`src/sv/vdu_pkg.sv`:
```
`default_nettype none
package vdu_pkg;

    localparam int COMP_W  = 16;
    localparam int MAG_W   = COMP_W + 1;
    localparam int TERM_W  = 2 * MAG_W;
    localparam int SUM_W   = 44;
    localparam int ROOT_W  = SUM_W / 2;
    localparam int REM_W   = ROOT_W + 1;
    localparam int STEP_W  = $clog2(ROOT_W);
    localparam int MODE_W  = 2;
    localparam int DATA_W  = 32;
    localparam int ADDR_W  = 3;

    localparam logic [MODE_W-1:0] MODE_MANHATTAN = 2'd0;
    localparam logic [MODE_W-1:0] MODE_ROOT      = 2'd1;
    localparam logic [MODE_W-1:0] MODE_SQUARED   = 2'd2;

    localparam logic REG_MODE_IDX = 1'b0;

    typedef struct packed {
        logic signed [COMP_W-1:0] a_value;
        logic signed [COMP_W-1:0] b_value;
        logic                     last_pair;
    } t_in_req;

    typedef struct packed {
        logic [SUM_W-1:0] distance;
        logic             saturated;
    } t_out_req;

    // One finished vector handed from the accumulator to the result side.
    typedef struct packed {
        logic [SUM_W-1:0] sum;
        logic             clip;
        logic             root;
    } t_job;

endpackage
`default_nettype wire

```
`src/sv/vector_distance_unit.sv`:
```
// The square-root mode uses a 22-step digit-by-digit root unit.
// Throughput: one component pair per cycle, except while the last pair of a
// vector waits on a full queue; the root unit finishes one vector before
// it takes the next, and a two-entry queue holds finished sums ahead of it.
// Reset: synchronous, active low; clears sums, queue, root unit and mode.
`default_nettype none
module vector_distance_unit import vdu_pkg::*; (
    input  wire logic              i_clk,
    input  wire logic              i_rst_n,
    input  wire logic              push,
    output logic                   full,
    input  wire t_in_req           i_in_req,
    input  wire logic              pop,
    output logic                   empty,
    output t_out_req               o_out_req,
    input  wire logic              psel,
    input  wire logic              penable,
    input  wire logic              pwrite,
    input  wire logic [ADDR_W-1:0] paddr,
    input  wire logic [DATA_W-1:0] pwdata,
    output logic [DATA_W-1:0]      prdata,
    output logic                   pready
);

    logic [MODE_W-1:0] r_mode;
    t_job              fq_job;
    logic              fq_push;
    logic              q_full;
    t_job              qb_job;
    logic              q_empty;
    logic              q_pop;

    assign pready = 1'b1;
    assign prdata = (paddr[2] == REG_MODE_IDX) ? DATA_W'(r_mode) : '0;

    always_ff @(posedge i_clk) begin
        if (!i_rst_n) begin
            r_mode <= MODE_MANHATTAN;
        end else if (psel && penable && pwrite && pready && paddr[2] == REG_MODE_IDX) begin
            r_mode <= pwdata[MODE_W-1:0];
        end
    end

    vdu_front u_front (
        .i_clk      (i_clk),
        .i_rst_n    (i_rst_n),
        .i_mode     (r_mode),
        .i_push     (push),
        .o_full     (full),
        .i_req      (i_in_req),
        .o_job      (fq_job),
        .o_job_push (fq_push),
        .i_q_full   (q_full)
    );

    vdu_queue u_queue (
        .i_clk   (i_clk),
        .i_rst_n (i_rst_n),
        .i_push  (fq_push),
        .i_job   (fq_job),
        .o_full  (q_full),
        .i_pop   (q_pop),
        .o_job   (qb_job),
        .o_empty (q_empty)
    );

    vdu_back u_back (
        .i_clk     (i_clk),
        .i_rst_n   (i_rst_n),
        .i_job     (qb_job),
        .i_q_empty (q_empty),
        .o_q_pop   (q_pop),
        .o_req     (o_out_req),
        .o_empty   (empty),
        .i_pop     (pop)
    );

endmodule
`default_nettype wire

```
`src/sv/vdu_front.sv`:
```
`default_nettype none
module vdu_front import vdu_pkg::*; (
    input  wire logic              i_clk,
    input  wire logic              i_rst_n,
    input  wire logic [MODE_W-1:0] i_mode,
    input  wire logic              i_push,
    output logic                   o_full,
    input  wire t_in_req           i_req,
    output t_job                   o_job,
    output logic                   o_job_push,
    input  wire logic              i_q_full
);

    logic                    r_s1_valid;
    logic                    r_s1_last;
    logic [MODE_W-1:0]       r_s1_mode;
    logic [MAG_W-1:0]        r_s1_mag;
    logic                    r_s2_valid;
    logic                    r_s2_last;
    logic                    r_s2_root;
    logic [TERM_W-1:0]       r_s2_term;
    logic [SUM_W-1:0]        r_sum;
    logic                    r_clip;

    logic                    en;
    logic signed [MAG_W-1:0] diff;
    logic [MAG_W-1:0]        mag;
    logic [TERM_W-1:0]       term;
    logic [SUM_W:0]          sum_ext;
    logic [SUM_W-1:0]        n_sum;
    logic                    n_clip;

    assign en     = !(r_s2_valid && r_s2_last && i_q_full);
    assign o_full = !en;

    assign diff = $signed({i_req.a_value[COMP_W-1], i_req.a_value})
                - $signed({i_req.b_value[COMP_W-1], i_req.b_value});
    assign mag  = diff[MAG_W-1] ? MAG_W'(-diff) : MAG_W'(diff);

    assign term = (r_s1_mode == MODE_MANHATTAN) ? TERM_W'(r_s1_mag)
                                                : r_s1_mag * r_s1_mag;

    assign sum_ext = {1'b0, r_sum} + (SUM_W + 1)'(r_s2_term);
    assign n_sum   = sum_ext[SUM_W] ? {SUM_W{1'b1}} : sum_ext[SUM_W-1:0];
    assign n_clip  = r_clip | sum_ext[SUM_W];

    assign o_job_push = en && r_s2_valid && r_s2_last;
    assign o_job.sum  = n_sum;
    assign o_job.clip = n_clip;
    assign o_job.root = r_s2_root;

    always_ff @(posedge i_clk) begin
        if (!i_rst_n) begin
            r_s1_valid <= 1'b0;
            r_s2_valid <= 1'b0;
            r_sum      <= '0;
            r_clip     <= 1'b0;
        end else if (en) begin
            r_s1_valid <= i_push;
            r_s1_last  <= i_req.last_pair;
            r_s1_mode  <= i_mode;
            r_s1_mag   <= mag;
            r_s2_valid <= r_s1_valid;
            r_s2_last  <= r_s1_last;
            r_s2_root  <= (r_s1_mode == MODE_ROOT);
            r_s2_term  <= term;
            if (r_s2_valid) begin
                if (r_s2_last) begin
                    r_sum  <= '0;
                    r_clip <= 1'b0;
                end else begin
                    r_sum  <= n_sum;
                    r_clip <= n_clip;
                end
            end
        end
    end

endmodule
`default_nettype wire

```
`src/sv/vdu_queue.sv`:
```
`default_nettype none
module vdu_queue import vdu_pkg::*; (
    input  wire logic i_clk,
    input  wire logic i_rst_n,
    input  wire logic i_push,
    input  wire t_job i_job,
    output logic      o_full,
    input  wire logic i_pop,
    output t_job      o_job,
    output logic      o_empty
);

    t_job       r_mem [2];
    logic       r_wr_ptr;
    logic       r_rd_ptr;
    logic [1:0] r_count;
    logic       do_push;
    logic       do_pop;

    assign o_full  = (r_count == 2'd2);
    assign o_empty = (r_count == 2'd0);
    assign o_job   = r_mem[r_rd_ptr];
    assign do_push = i_push && !o_full;
    assign do_pop  = i_pop && !o_empty;

    always_ff @(posedge i_clk) begin
        if (do_push) begin
            r_mem[r_wr_ptr] <= i_job;
        end
    end

    always_ff @(posedge i_clk) begin
        if (!i_rst_n) begin
            r_wr_ptr <= 1'b0;
            r_rd_ptr <= 1'b0;
            r_count  <= '0;
        end else begin
            if (do_push) begin
                r_wr_ptr <= !r_wr_ptr;
            end
            if (do_pop) begin
                r_rd_ptr <= !r_rd_ptr;
            end
            r_count <= r_count + 2'(do_push) - 2'(do_pop);
        end
    end

endmodule
`default_nettype wire

```
`src/sv/vdu_back.sv`:
```
`default_nettype none
module vdu_back import vdu_pkg::*; (
    input  wire logic i_clk,
    input  wire logic i_rst_n,
    input  wire t_job i_job,
    input  wire logic i_q_empty,
    output logic      o_q_pop,
    output t_out_req  o_req,
    output logic      o_empty,
    input  wire logic i_pop
);

    typedef enum logic {ST_IDLE, ST_ROOT} t_state;

    t_state            r_state;
    logic              r_out_valid;
    t_out_req          r_out;
    logic [SUM_W-1:0]  r_rad;
    logic [REM_W-1:0]  r_rem;
    logic [ROOT_W-1:0] r_root;
    logic [STEP_W-1:0] r_step;
    logic              r_clip;

    logic              start;
    logic [REM_W+1:0]  rem_sh;
    logic [REM_W+1:0]  trial;
    logic              take;
    logic [ROOT_W-1:0] n_root;
    logic [REM_W+1:0]  rem_diff;

    assign start   = (r_state == ST_IDLE) && !i_q_empty && (!r_out_valid || i_pop);
    assign o_q_pop = start;
    assign o_empty = !r_out_valid;
    assign o_req   = r_out;

    assign rem_sh   = {r_rem, r_rad[SUM_W-1 -: 2]};
    assign trial    = (REM_W + 2)'({r_root, 2'b01});
    assign take     = (rem_sh >= trial);
    assign rem_diff = rem_sh - trial;
    assign n_root   = {r_root[ROOT_W-2:0], take};

    always_ff @(posedge i_clk) begin
        if (!i_rst_n) begin
            r_state     <= ST_IDLE;
            r_out_valid <= 1'b0;
        end else begin
            if (r_out_valid && i_pop) begin
                r_out_valid <= 1'b0;
            end
            unique case (r_state)
                ST_IDLE: begin
                    if (start) begin
                        if (i_job.root) begin
                            r_state <= ST_ROOT;
                            r_rad   <= i_job.sum;
                            r_rem   <= '0;
                            r_root  <= '0;
                            r_step  <= '0;
                            r_clip  <= i_job.clip;
                        end else begin
                            r_out_valid     <= 1'b1;
                            r_out.distance  <= i_job.sum;
                            r_out.saturated <= i_job.clip;
                        end
                    end
                end
                ST_ROOT: begin
                    r_rad  <= {r_rad[SUM_W-3:0], 2'b00};
                    r_rem  <= take ? rem_diff[REM_W-1:0] : rem_sh[REM_W-1:0];
                    r_root <= n_root;
                    r_step <= r_step + 1'b1;
                    if (r_step == STEP_W'(ROOT_W - 1)) begin
                        r_state         <= ST_IDLE;
                        r_out_valid     <= 1'b1;
                        r_out.distance  <= SUM_W'(n_root);
                        r_out.saturated <= r_clip;
                    end
                end
                default: r_state <= ST_IDLE;
            endcase
        end
    end

endmodule
`default_nettype wire

```
`config.mk`:
```
export PLATFORM = sky130hd
export DESIGN_NAME = vector_distance_unit
export DESIGN_NICKNAME = d
export VERILOG_FILES = /design/src/sv/vdu_pkg.sv /design/src/sv/vector_distance_unit.sv /design/src/sv/vdu_front.sv /design/src/sv/vdu_queue.sv /design/src/sv/vdu_back.sv
export SDC_FILE = /design/constraint.sdc
export NUM_CORES = 1
export LEC_CHECK = 0
export ABC_AREA = 1
export BUFFER_PORTS_ARGS = -buffer_cell sky130_fd_sc_hd__buf_2
export CAP_MARGIN = 40
export CORE_MARGIN = 2
export CORE_UTILIZATION = 60
export DETAILED_ROUTE_END_ITERATION = 8
export GPL_ROUTABILITY_DRIVEN = 0
export GPL_TIMING_DRIVEN = 0
export PLACE_DENSITY = 0.85
export SYNTH_ARGS = -nofsm -noshare
export SYNTH_HDL_FRONTEND = slang
export SYNTH_SLANG_ARGS = --single-unit
export TNS_END_PERCENT = 1
```
`constraint.sdc`:
```
create_clock -name i_clk -period 6.7 [get_ports i_clk]
set_input_delay 1.005 -clock i_clk [delete_from_list [all_inputs] [get_ports i_clk]]
set_output_delay 1.005 -clock i_clk [all_outputs]
set_load 0.03 [all_outputs]
```
==> results of run 1 <==
logic make-up after synthesis:
group,count (synthesis),synth area share
and+or+nand+nor,1460,0.2240
AOI/OAI and AO/OA,364,0.07228
xor gates and xnor gates,78,0.02399
other,2,0.0002637
buffers and inverters,824,0.1159
adders and majority gates,384,0.2201
DFF,344,0.3431
muxes,1,0.0003515
cell type report:
class,instances,share of cell area
multi-input combinational,2318,0.4963
sequential,344,0.3117
inverter,706,0.08454
clock buffer,46,0.03225
tap,607,0.02423
buffer,106,0.02028
timing repair buffer,103,0.01996
clock inverter,21,0.01074
worst max-delay path, stage by stage, from the launching register on:
cell	delay [ns]
edfxtp_1	0.72
buf_1	0.53
nand2_1	0.14
fa_1	0.57
inv_1	0.08
fa_1	0.50
fa_1	0.52
fa_1	0.52
fa_1	0.54
inv_1	0.05
fa_1	0.53
inv_1	0.04
ha_1	0.33
nand2_1	0.11
nor2_1	0.11
inv_1	0.09
nor3_1	0.30
a21oi_1	0.17
o21bai_1	0.22
nand2_1	0.07
nand2_1	0.06
nor2_1	0.05
placed cells by master, fill, tap and decap left out, types with 39 or more instances in the layout:
cell type / n
a21oi_1: 135
buf_2: 95
buf_4: 40
clkbuf_1: 46
dfxtp_1: 56
edfxtp_1: 288
fa_1: 195
ha_1: 189
inv_1: 686
nand2_1: 883
nand2_2: 39
nand3_1: 95
nor2_1: 316
o21ai_0: 140
xor2_1: 50
cells in the mapped netlist, types with 20 or more instances:
library cell,number
a21oi_1,136
a21oi_2,33
buf_4,33
clkbuf_1,68
dfxtp_1,56
edfxtp_1,288
fa_1,195
ha_1,189
inv_1,686
nand2_1,884
nand2_2,39
nand3_1,95
nand3_4,20
nor2_1,319
o21ai_0,142
xnor2_1,28
xor2_1,50
registers in the layout, summed over array words and instances (netlist names), 5 cells and up, named ones only:
name / count
u_front.r_s2_term: 34
u_front.r_sum: 44
u_front.r_s1_mag: 17
u_back.r_step: 5
u_back.r_rad: 44
u_back.r_root: 22
u_back.o_req: 45
u_back.r_rem: 23
u_queue.r_mem: 92
per-layer routing:
metal | track usage | part of all wire | up-vias
li1 | - | - | 11003
met1 | 0.3387 | 0.38 | 10739
met2 | 0.5022 | 0.49 | 1032
met3 | 0.03923 | 0.072 | 246
met4 | 0.1458 | 0.051 | 0
met5 | 0 | 0 | -
stage by stage:
stage / util / worst slack, ns
floorplan: - / 0.8875
detailed placement: 0.6422 / -0.2138
global placement: 0.6387 / -0.1106
finish: 0.6719 / 0.2190
CTS: 0.6711 / 0.008212
global route: 0.6719 / 0.002998
final timing paths:
check	startpoint	to	slack, ns	cells after the start
worst max register to register	u_front.r_s1_mag[14]	u_front.r_s2_term[23]	0.22	21
worst max-delay path	u_front.r_s1_mag[14]	u_front.r_s2_term[23]	0.22	21
worst min register to register	u_front.r_s1_last	u_front.r_s2_last	0.42	0
worst min-delay path	u_front.r_s1_last	u_front.r_s2_last	0.42	0
repair_timing:
item                       in CTS  in global routing
setup buffers                   0                  7
gates cloned                    0                  0
hold endpoints to repair        0                  0
pin swaps                       0                  0
setup endpoints to repair      14                 18
gates resized for setup         6                 30
hold buffers                    0                  0
==> results.py, run 1 <==
metrics = {
    "outcome": {
        "status": "finished clean",
    },
    "logic_synthesis": {
        "synthTopCellsByArea": "edfxtp_1 30%, fa_1 14%, nand2_1 12%",
        "synth_enable_flop_cells": 288,
        "async_reset_ff_frac": 0,
        "syn_area_per_cell_sq_um": 8.238,
        "synth_area_sq_mm": 0.02848,
        "ys_ff_latch": 344,
        "synth_top_area_cell": "edfxtp_1",
        "netlist-cell-type-count": 55,
        "netlist_instances": 3457,
        "ys_seq_area_frac": 0.3431,
        "ys_warn_count": 0,
        "synth_top_area_frac": 0.3037,
        "ys.flop_type": "edfxtp_1",
    },
    "setup_path": {
        "crit_arrival_ns": 6.79,
        "cp-end-kind": "flop",
        "path_class": "flop to flop",
        "cp_max_fo": 10,
        "required_ns": 7.01,
        "startpoint_type": "flop",
    },
    "cts": {
        "clk_pin_slew_worst_paths_ns": 0.05,
        "cts_made_buffers": 37,
        "cts_max_path_buffers": 3,
        "clock-sinks": 344,
        "cts_htree_levels": 2,
        "cts_root_buf": "clkbuf_16",
        "clkLatencyLatePin_ns": 0.57,
        "cts_tree": "done",
    },
    "sta": {
        "hold_viol": 0,
        "setup_viol": 0,
        "period_share": 0.9673,
        "final.setup.tns_ns": 0,
        "max_freq_ghz": 0.1543,
        "maxSlewHeadroom": 0.4395,
        "fin_skew_ns": 0.02737,
        "fin_crit_ns": 6.481,
        "fin_hold_ws_ns": 0.4183,
        "slew_viol_final": 0,
        "rsz0062_at_grt": "false",
        "worst_slew_pin_slew_ns": 0.8407,
    },
    "drt": {
        "vias": 23020,
        "drtAntennaViolNets": 0,
        "avgViaCountPerCell": 5.415,
        "drtIter0Drc": 1735,
        "wl_per_cell_um": 16.09,
        "dr.pass1.iters": 5,
        "route.detailed.drc": 0,
        "drt_wl_total_um": 68380,
    },
    "final_layout": {
        "drive_gt1_frac": 0.1098,
        "diodes": 0,
        "area_growth_pct": 10.07,
        "seqCellArea_sq_mm": 0.009769,
        "num-nets-final": 4075,
        "multi_input_area_sq_mm": 0.01556,
        "fin_cells": 4251,
        "finish.instance_area_sq_mm": 0.03135,
        "fill_cells": 3602,
    },
    "floorplan": {
        "rows": 79,
        "core_sq_mm": 0.04665,
        "initial_core_util": 0.6104,
        "dieArea_sq_mm": 0.04922,
        "ioPinCount": 155,
        "die_h_um": 221.9,
        "die_x_um": 221.9,
    },
    "global_route": {
        "grt-ovfl-total": 0,
        "grt_pass1_vias": 23237,
        "grtUsageTotal": 0.2840,
        "antenna_found_initial": 0,
        "grt_max_degree": 57,
        "grt_first_pass_wirelength_um": 112600,
    },
    "hold_path": {
        "hold_class": "flop to flop",
    },
    "place": {
        "dp_cells": 4189,
        "place_area_sq_mm": 0.02996,
        "hpwl_um": 53550,
        "io_buffers": 90,
    },
    "flow_run": {
        "maxCapViolCount": 0,
    },
}
Power of run 1 is not shown: default switching activity piles up to over one toggle a cycle in this logic, so the estimate is an artifact.
==> run 2, diff against run 1 <==
- CORE_UTILIZATION: 60 -> 45
- PLACE_DENSITY: 0.85 -> 0.69
==> results.py, run 2 (same netlist as run 1, synthesis figures left out) <==
metrics = {
    "final_layout": {
        "regMostFlops": "u_queue.r_mem",
        "area_growth_pct": 11.07,
        "diodes": 0,
        "mostFrequentLayoutCells": "883 x nand2_1, 686 x inv_1, 316 x nor2_1",
        "fin_cells": 4495,
        "final_util": 0.5032,
        "num-nets-final": 4077,
        "layout_commonest_cell": "nand2_1",
        "largest_reg_flops": 92,
        "fill_cells": 6076,
        "drive_gt1_frac": 0.1096,
    },
    "global_route": {
        "grt_max_degree": 62,
        "grt-ovfl-total": 0,
        "grt_pass1_vias": 21911,
        "grt_first_pass_wirelength_um": 110100,
        "antenna_found_initial": 0,
        "grtUsageTotal": 0.2087,
    },
    "setup_path": {
        "required_ns": 7.03,
        "cp-end-kind": "flop",
        "path_class": "flop to flop",
        "rr_endpoint": "u_front.r_s2_term[26]",
        "startpoint_type": "flop",
        "ff2ff_setup_slack_ns": 0.39,
        "cp_max_fo": 10,
        "crit_arrival_ns": 6.64,
        "reg2reg_from": "u_front.r_s1_mag[9]",
        "rr_worst_depth": 22,
    },
    "drt": {
        "wl_per_cell_um": 14.93,
        "vias": 21842,
        "drtAntennaViolNets": 0,
        "avgViaCountPerCell": 4.859,
        "route.detailed.drc": 0,
        "dr.pass1.iters": 5,
        "drt_wl_total_um": 67100,
        "drtIter0Drc": 1341,
    },
    "floorplan": {
        "rows": 92,
        "core_sq_mm": 0.06285,
        "die_h_um": 255.6,
        "ioPinCount": 155,
        "dieArea_sq_mm": 0.06531,
        "die_x_um": 255.6,
        "initial_core_util": 0.4531,
    },
    "sta": {
        "worst_slew_pin_slew_ns": 0.8605,
        "hold_viol": 0,
        "slew_viol_final": 0,
        "max_freq_ghz": 0.1585,
        "fin_skew_ns": 0.03124,
        "maxSlewHeadroom": 0.4263,
        "fin_crit_ns": 6.310,
        "setup_viol": 0,
        "period_share": 0.9418,
        "rsz0062_at_grt": "false",
    },
    "place": {
        "hpwl_um": 54210,
        "io_buffers": 90,
        "dp_cells": 4428,
    },
    "cts": {
        "cts_htree_levels": 2,
        "cts_made_buffers": 39,
        "clock-sinks": 344,
        "cts_tree": "done",
        "clkLatencyLatePin_ns": 0.58,
        "cts_root_buf": "clkbuf_16",
        "cts_max_path_buffers": 3,
        "clk_pin_slew_worst_paths_ns": 0.06,
    },
    "hold_path": {
        "hold_depth": 0,
        "min_from": "u_front.r_s1_last",
        "hold_class": "flop to flop",
        "min_to": "u_front.r_s2_last",
    },
    "flow_run": {
        "maxCapViolCount": 0,
    },
    "outcome": {
        "status": "finished clean",
    },
}
run 2: cell type report:
cell class,instances,area [sq um],share of cell area
multi-input cells,2318,15560,0.4919
flip-flops and latches,344,9769,0.3089
inverters,706,2650,0.08378
clock buffers,51,1062,0.03359
well taps,846,1059,0.03347
plain buffers,109,649.4,0.02053
repair buffers,100,603.1,0.01907
clock inverters,21,279.0,0.008822
run 2: per-layer routing:
layer  track usage  up-vias  part of all wire
li1              -    10992                 -
met1        0.2645    10162              0.43
met2        0.3662      541              0.48
met3       0.02466      147             0.048
met4       0.07765        0             0.035
met5             0        -                 0
run 2: how the worst max path moves through the flow:
stage / startpoint / endpoint / slack (ns) / depth (start not counted)
final: u_front.r_s1_mag[9] / u_front.r_s2_term[26] / 0.39 / 22
after CTS: u_front.r_s1_mag[6] / u_front.r_s2_term[26] / 0.03 / 22
after global routing: u_front.r_s1_mag[12] / u_front.r_s2_term[25] / 0.004 / 23
after floorplan: u_front.r_s1_mag[5] / u_front.r_s2_term[26] / 0.89 / 22
after detailed placement: u_front.r_s1_mag[10] / u_front.r_s2_term[26] / -0.15 / 22
after global placement: u_front.r_s1_mag[10] / u_front.r_s2_term[26] / -0.14 / 22
run 2: per-stage QoR:
stage / instance area [sq um] / TNS [ns] / setup slack, ns / hold slack, ns
after floorplan: 28590 / 0 / 0.8875 / 0.4003
after global routing: 31630 / 0 / 0.003872 / 0.4337
after detailed placement: 30260 / -0.7065 / -0.1466 / 0.4223
after global placement: 30100 / -0.3025 / -0.1419 / 0.4062
final: 31630 / 0 / 0.3903 / 0.4384
after CTS: 31600 / 0 / 0.03418 / 0.4346
run 2: timing repair:
| item | 4_1_cts | 5_1_grt |
|---|---|---|
| buffers inserted | 0 | 4 |
| endpoints found under the setup margin | 10 | 17 |
| pin swaps | 0 | 0 |
| hold buffers | 0 | 0 |
| resized for setup | 5 | 39 |
run 2: critical path: stages, from the launching register on:
cell and delay [ns]:
edfxtp_1 0.36, clkbuf_2 0.33, clkbuf_4 0.32, nand2_1 0.10
fa_1 0.58, inv_1 0.07, fa_1 0.50, inv_1 0.05
fa_1 0.48, inv_1 0.06, fa_1 0.51, fa_1 0.54
inv_1 0.05, fa_1 0.52, inv_1 0.04, ha_1 0.36
nand2_1 0.15, nor4_1 0.47, a21oi_1 0.18, o21ai_1 0.20
nand2_1 0.07, nand2_1 0.06, nor2_1 0.06
Power of run 2 is left out for the same reason.
==> run 3, diff against run 2 <==
- CORE_UTILIZATION: 45 -> 50
- PLACE_DENSITY: 0.69 -> 0.72
==> results.py, run 3 (same netlist as run 1, synthesis figures left out) <==
metrics = {
    "sta": {
        "fin_crit_ns": 6.314,
        "max_freq_ghz": 0.1584,
        "fin_skew_ns": 0.01576,
        "maxSlewHeadroom": 0.4558,
        "hold_viol": 0,
        "final.setup.tns_ns": 0,
        "period_share": 0.9424,
        "setup_viol": 0,
        "slew_viol_final": 0,
        "worst_slew_pin_slew_ns": 0.8163,
    },
    "final_layout": {
        "layout_commonest_cell": "nand2_1",
        "drive_gt1_frac": 0.1101,
        "fin_cells": 4406,
        "regMostFlops": "u_queue.r_mem",
        "diodes": 0,
        "num-nets-final": 4079,
        "area_growth_pct": 10.66,
        "fill_cells": 5263,
        "mostFrequentLayoutCells": "883 x nand2_1, 686 x inv_1, 316 x nor2_1",
        "largest_reg_flops": 92,
    },
    "global_route": {
        "grt-ovfl-total": 0,
        "grt_first_pass_wirelength_um": 110100,
        "grt_max_degree": 64,
        "grt_pass1_vias": 22096,
        "antenna_found_initial": 0,
        "grtUsageTotal": 0.2326,
    },
    "floorplan": {
        "initial_core_util": 0.5050,
        "dieArea_sq_mm": 0.05888,
        "rows": 87,
        "die_x_um": 242.7,
        "die_h_um": 242.7,
        "ioPinCount": 155,
        "core_sq_mm": 0.05639,
    },
    "drt": {
        "dr.pass1.iters": 5,
        "wl_per_cell_um": 15.26,
        "drtAntennaViolNets": 0,
        "route.detailed.drc": 0,
        "drtIter0Drc": 1395,
        "vias": 22097,
        "avgViaCountPerCell": 5.015,
        "drt_wl_total_um": 67220,
    },
    "cts": {
        "cts_tree": "done",
        "cts_made_buffers": 38,
        "clkLatencyLatePin_ns": 0.57,
        "cts_root_buf": "clkbuf_16",
        "clock-sinks": 344,
        "cts_max_path_buffers": 3,
        "cts_htree_levels": 2,
        "clk_pin_slew_worst_paths_ns": 0.06,
    },
    "setup_path": {
        "cp_slowest_cell": "fa_1",
        "crit_chain": "buf_2, clkbuf_2, nand2_1, fa_1, fa_1, inv_1, fa_1, fa_1, fa_1, inv_1, fa_1, inv_1, ha_1, a21oi_1, o21ai_1, a21oi_1, nand2_1, nand2_1, o21ai_0, o21ai_0, a21oi_1",
        "reg2reg_from": "u_front.r_s1_mag[12]",
        "path_class": "flop to flop",
        "required_ns": 7.01,
        "cp_max_fo": 10,
        "ff2ff_setup_slack_ns": 0.39,
        "cp-end-kind": "flop",
        "cp-startpoint": "u_front.r_s1_mag[12]",
        "cp_slowest_stage_delay_ns": 0.54,
        "crit_arrival_ns": 6.62,
        "startpoint_type": "flop",
        "cpMostUsedCell": "fa_1",
    },
    "hold_path": {
        "min_from": "r_mode[0]",
        "hold_class": "flop to flop",
    },
    "place": {
        "dp_cells": 4339,
        "hpwl_um": 54060,
        "io_buffers": 90,
    },
    "flow_run": {
        "maxCapViolCount": 0,
    },
    "outcome": {
        "status": "finished clean",
    },
}
run 3: cell types whose count changed in the layout (fill, tap and decap cells not counted), sizes merged:
cell / before / now
inv: 710 / 708
clkbuf: 112 / 111
buf: 148 / 154
clkinvlp: 3 / 1
run 3: area by class of cell:
| cell class | instances | area [sq um] | area share |
|---|---|---|---|
| clock inverters | 17 | 260.3 | 0.008258 |
| repair buffers | 104 | 641.9 | 0.02037 |
| multi-input cells | 2318 | 15560 | 0.4939 |
| well taps | 756 | 945.9 | 0.03002 |
| inverters | 706 | 2650 | 0.08409 |
| clock buffers | 53 | 1037 | 0.03291 |
| plain buffers | 108 | 645.6 | 0.02049 |
| flip-flops and latches | 344 | 9769 | 0.3100 |
run 3: final timing paths:
path                            depth (start not counted)                    end
worst max-delay path                                   21  u_front.r_s2_term[25]
worst min-delay path                                    0   u_front.r_s1_mode[0]
worst max register to register                         21  u_front.r_s2_term[25]
worst min register to register                          0   u_front.r_s1_mode[0]
run 3: repair_timing:
action | in CTS | in global routing
endpoints found under the hold margin | 0 | 0
gates resized for setup | 7 | 36
hold buffers | 0 | 0
endpoints found under the setup margin | 12 | 18
setup buffers | 0 | 7
run 3: critical path: cells and delay by family (launching register included):
family	cells	cell delay (ns)
DFF	1	0.45
and+or+nand+nor	3	0.42
adders and majority gates	7	3.45
AOI/OAI and AO/OA	6	0.87
buffers and inverters	5	0.85
run 3: stage by stage:
step | worst slack, ns | cell area, sq um | hold slack (ns) | util
after floorplan | 0.8875 | 28590 | 0.4003 | -
after global placement | -0.1510 | 29980 | 0.4077 | 0.5317
after detailed placement | -0.2155 | 30160 | 0.4136 | 0.5349
after CTS | 0.005019 | 31460 | 0.4320 | 0.5580
after global routing | -0.02593 | 31510 | 0.4569 | 0.5589
final | 0.3860 | 31510 | 0.4305 | 0.5589
run 3: routing by layer:
layer	vias to the layer above	wire [um]	GRT usage
met5	-	0	0
met4	0	2484	0.08878
met2	591	32700	0.4103
met3	146	3506	0.02974
met1	10343	28520	0.2911
li1	11017	-	-
Power of run 3 is left out for the same reason.
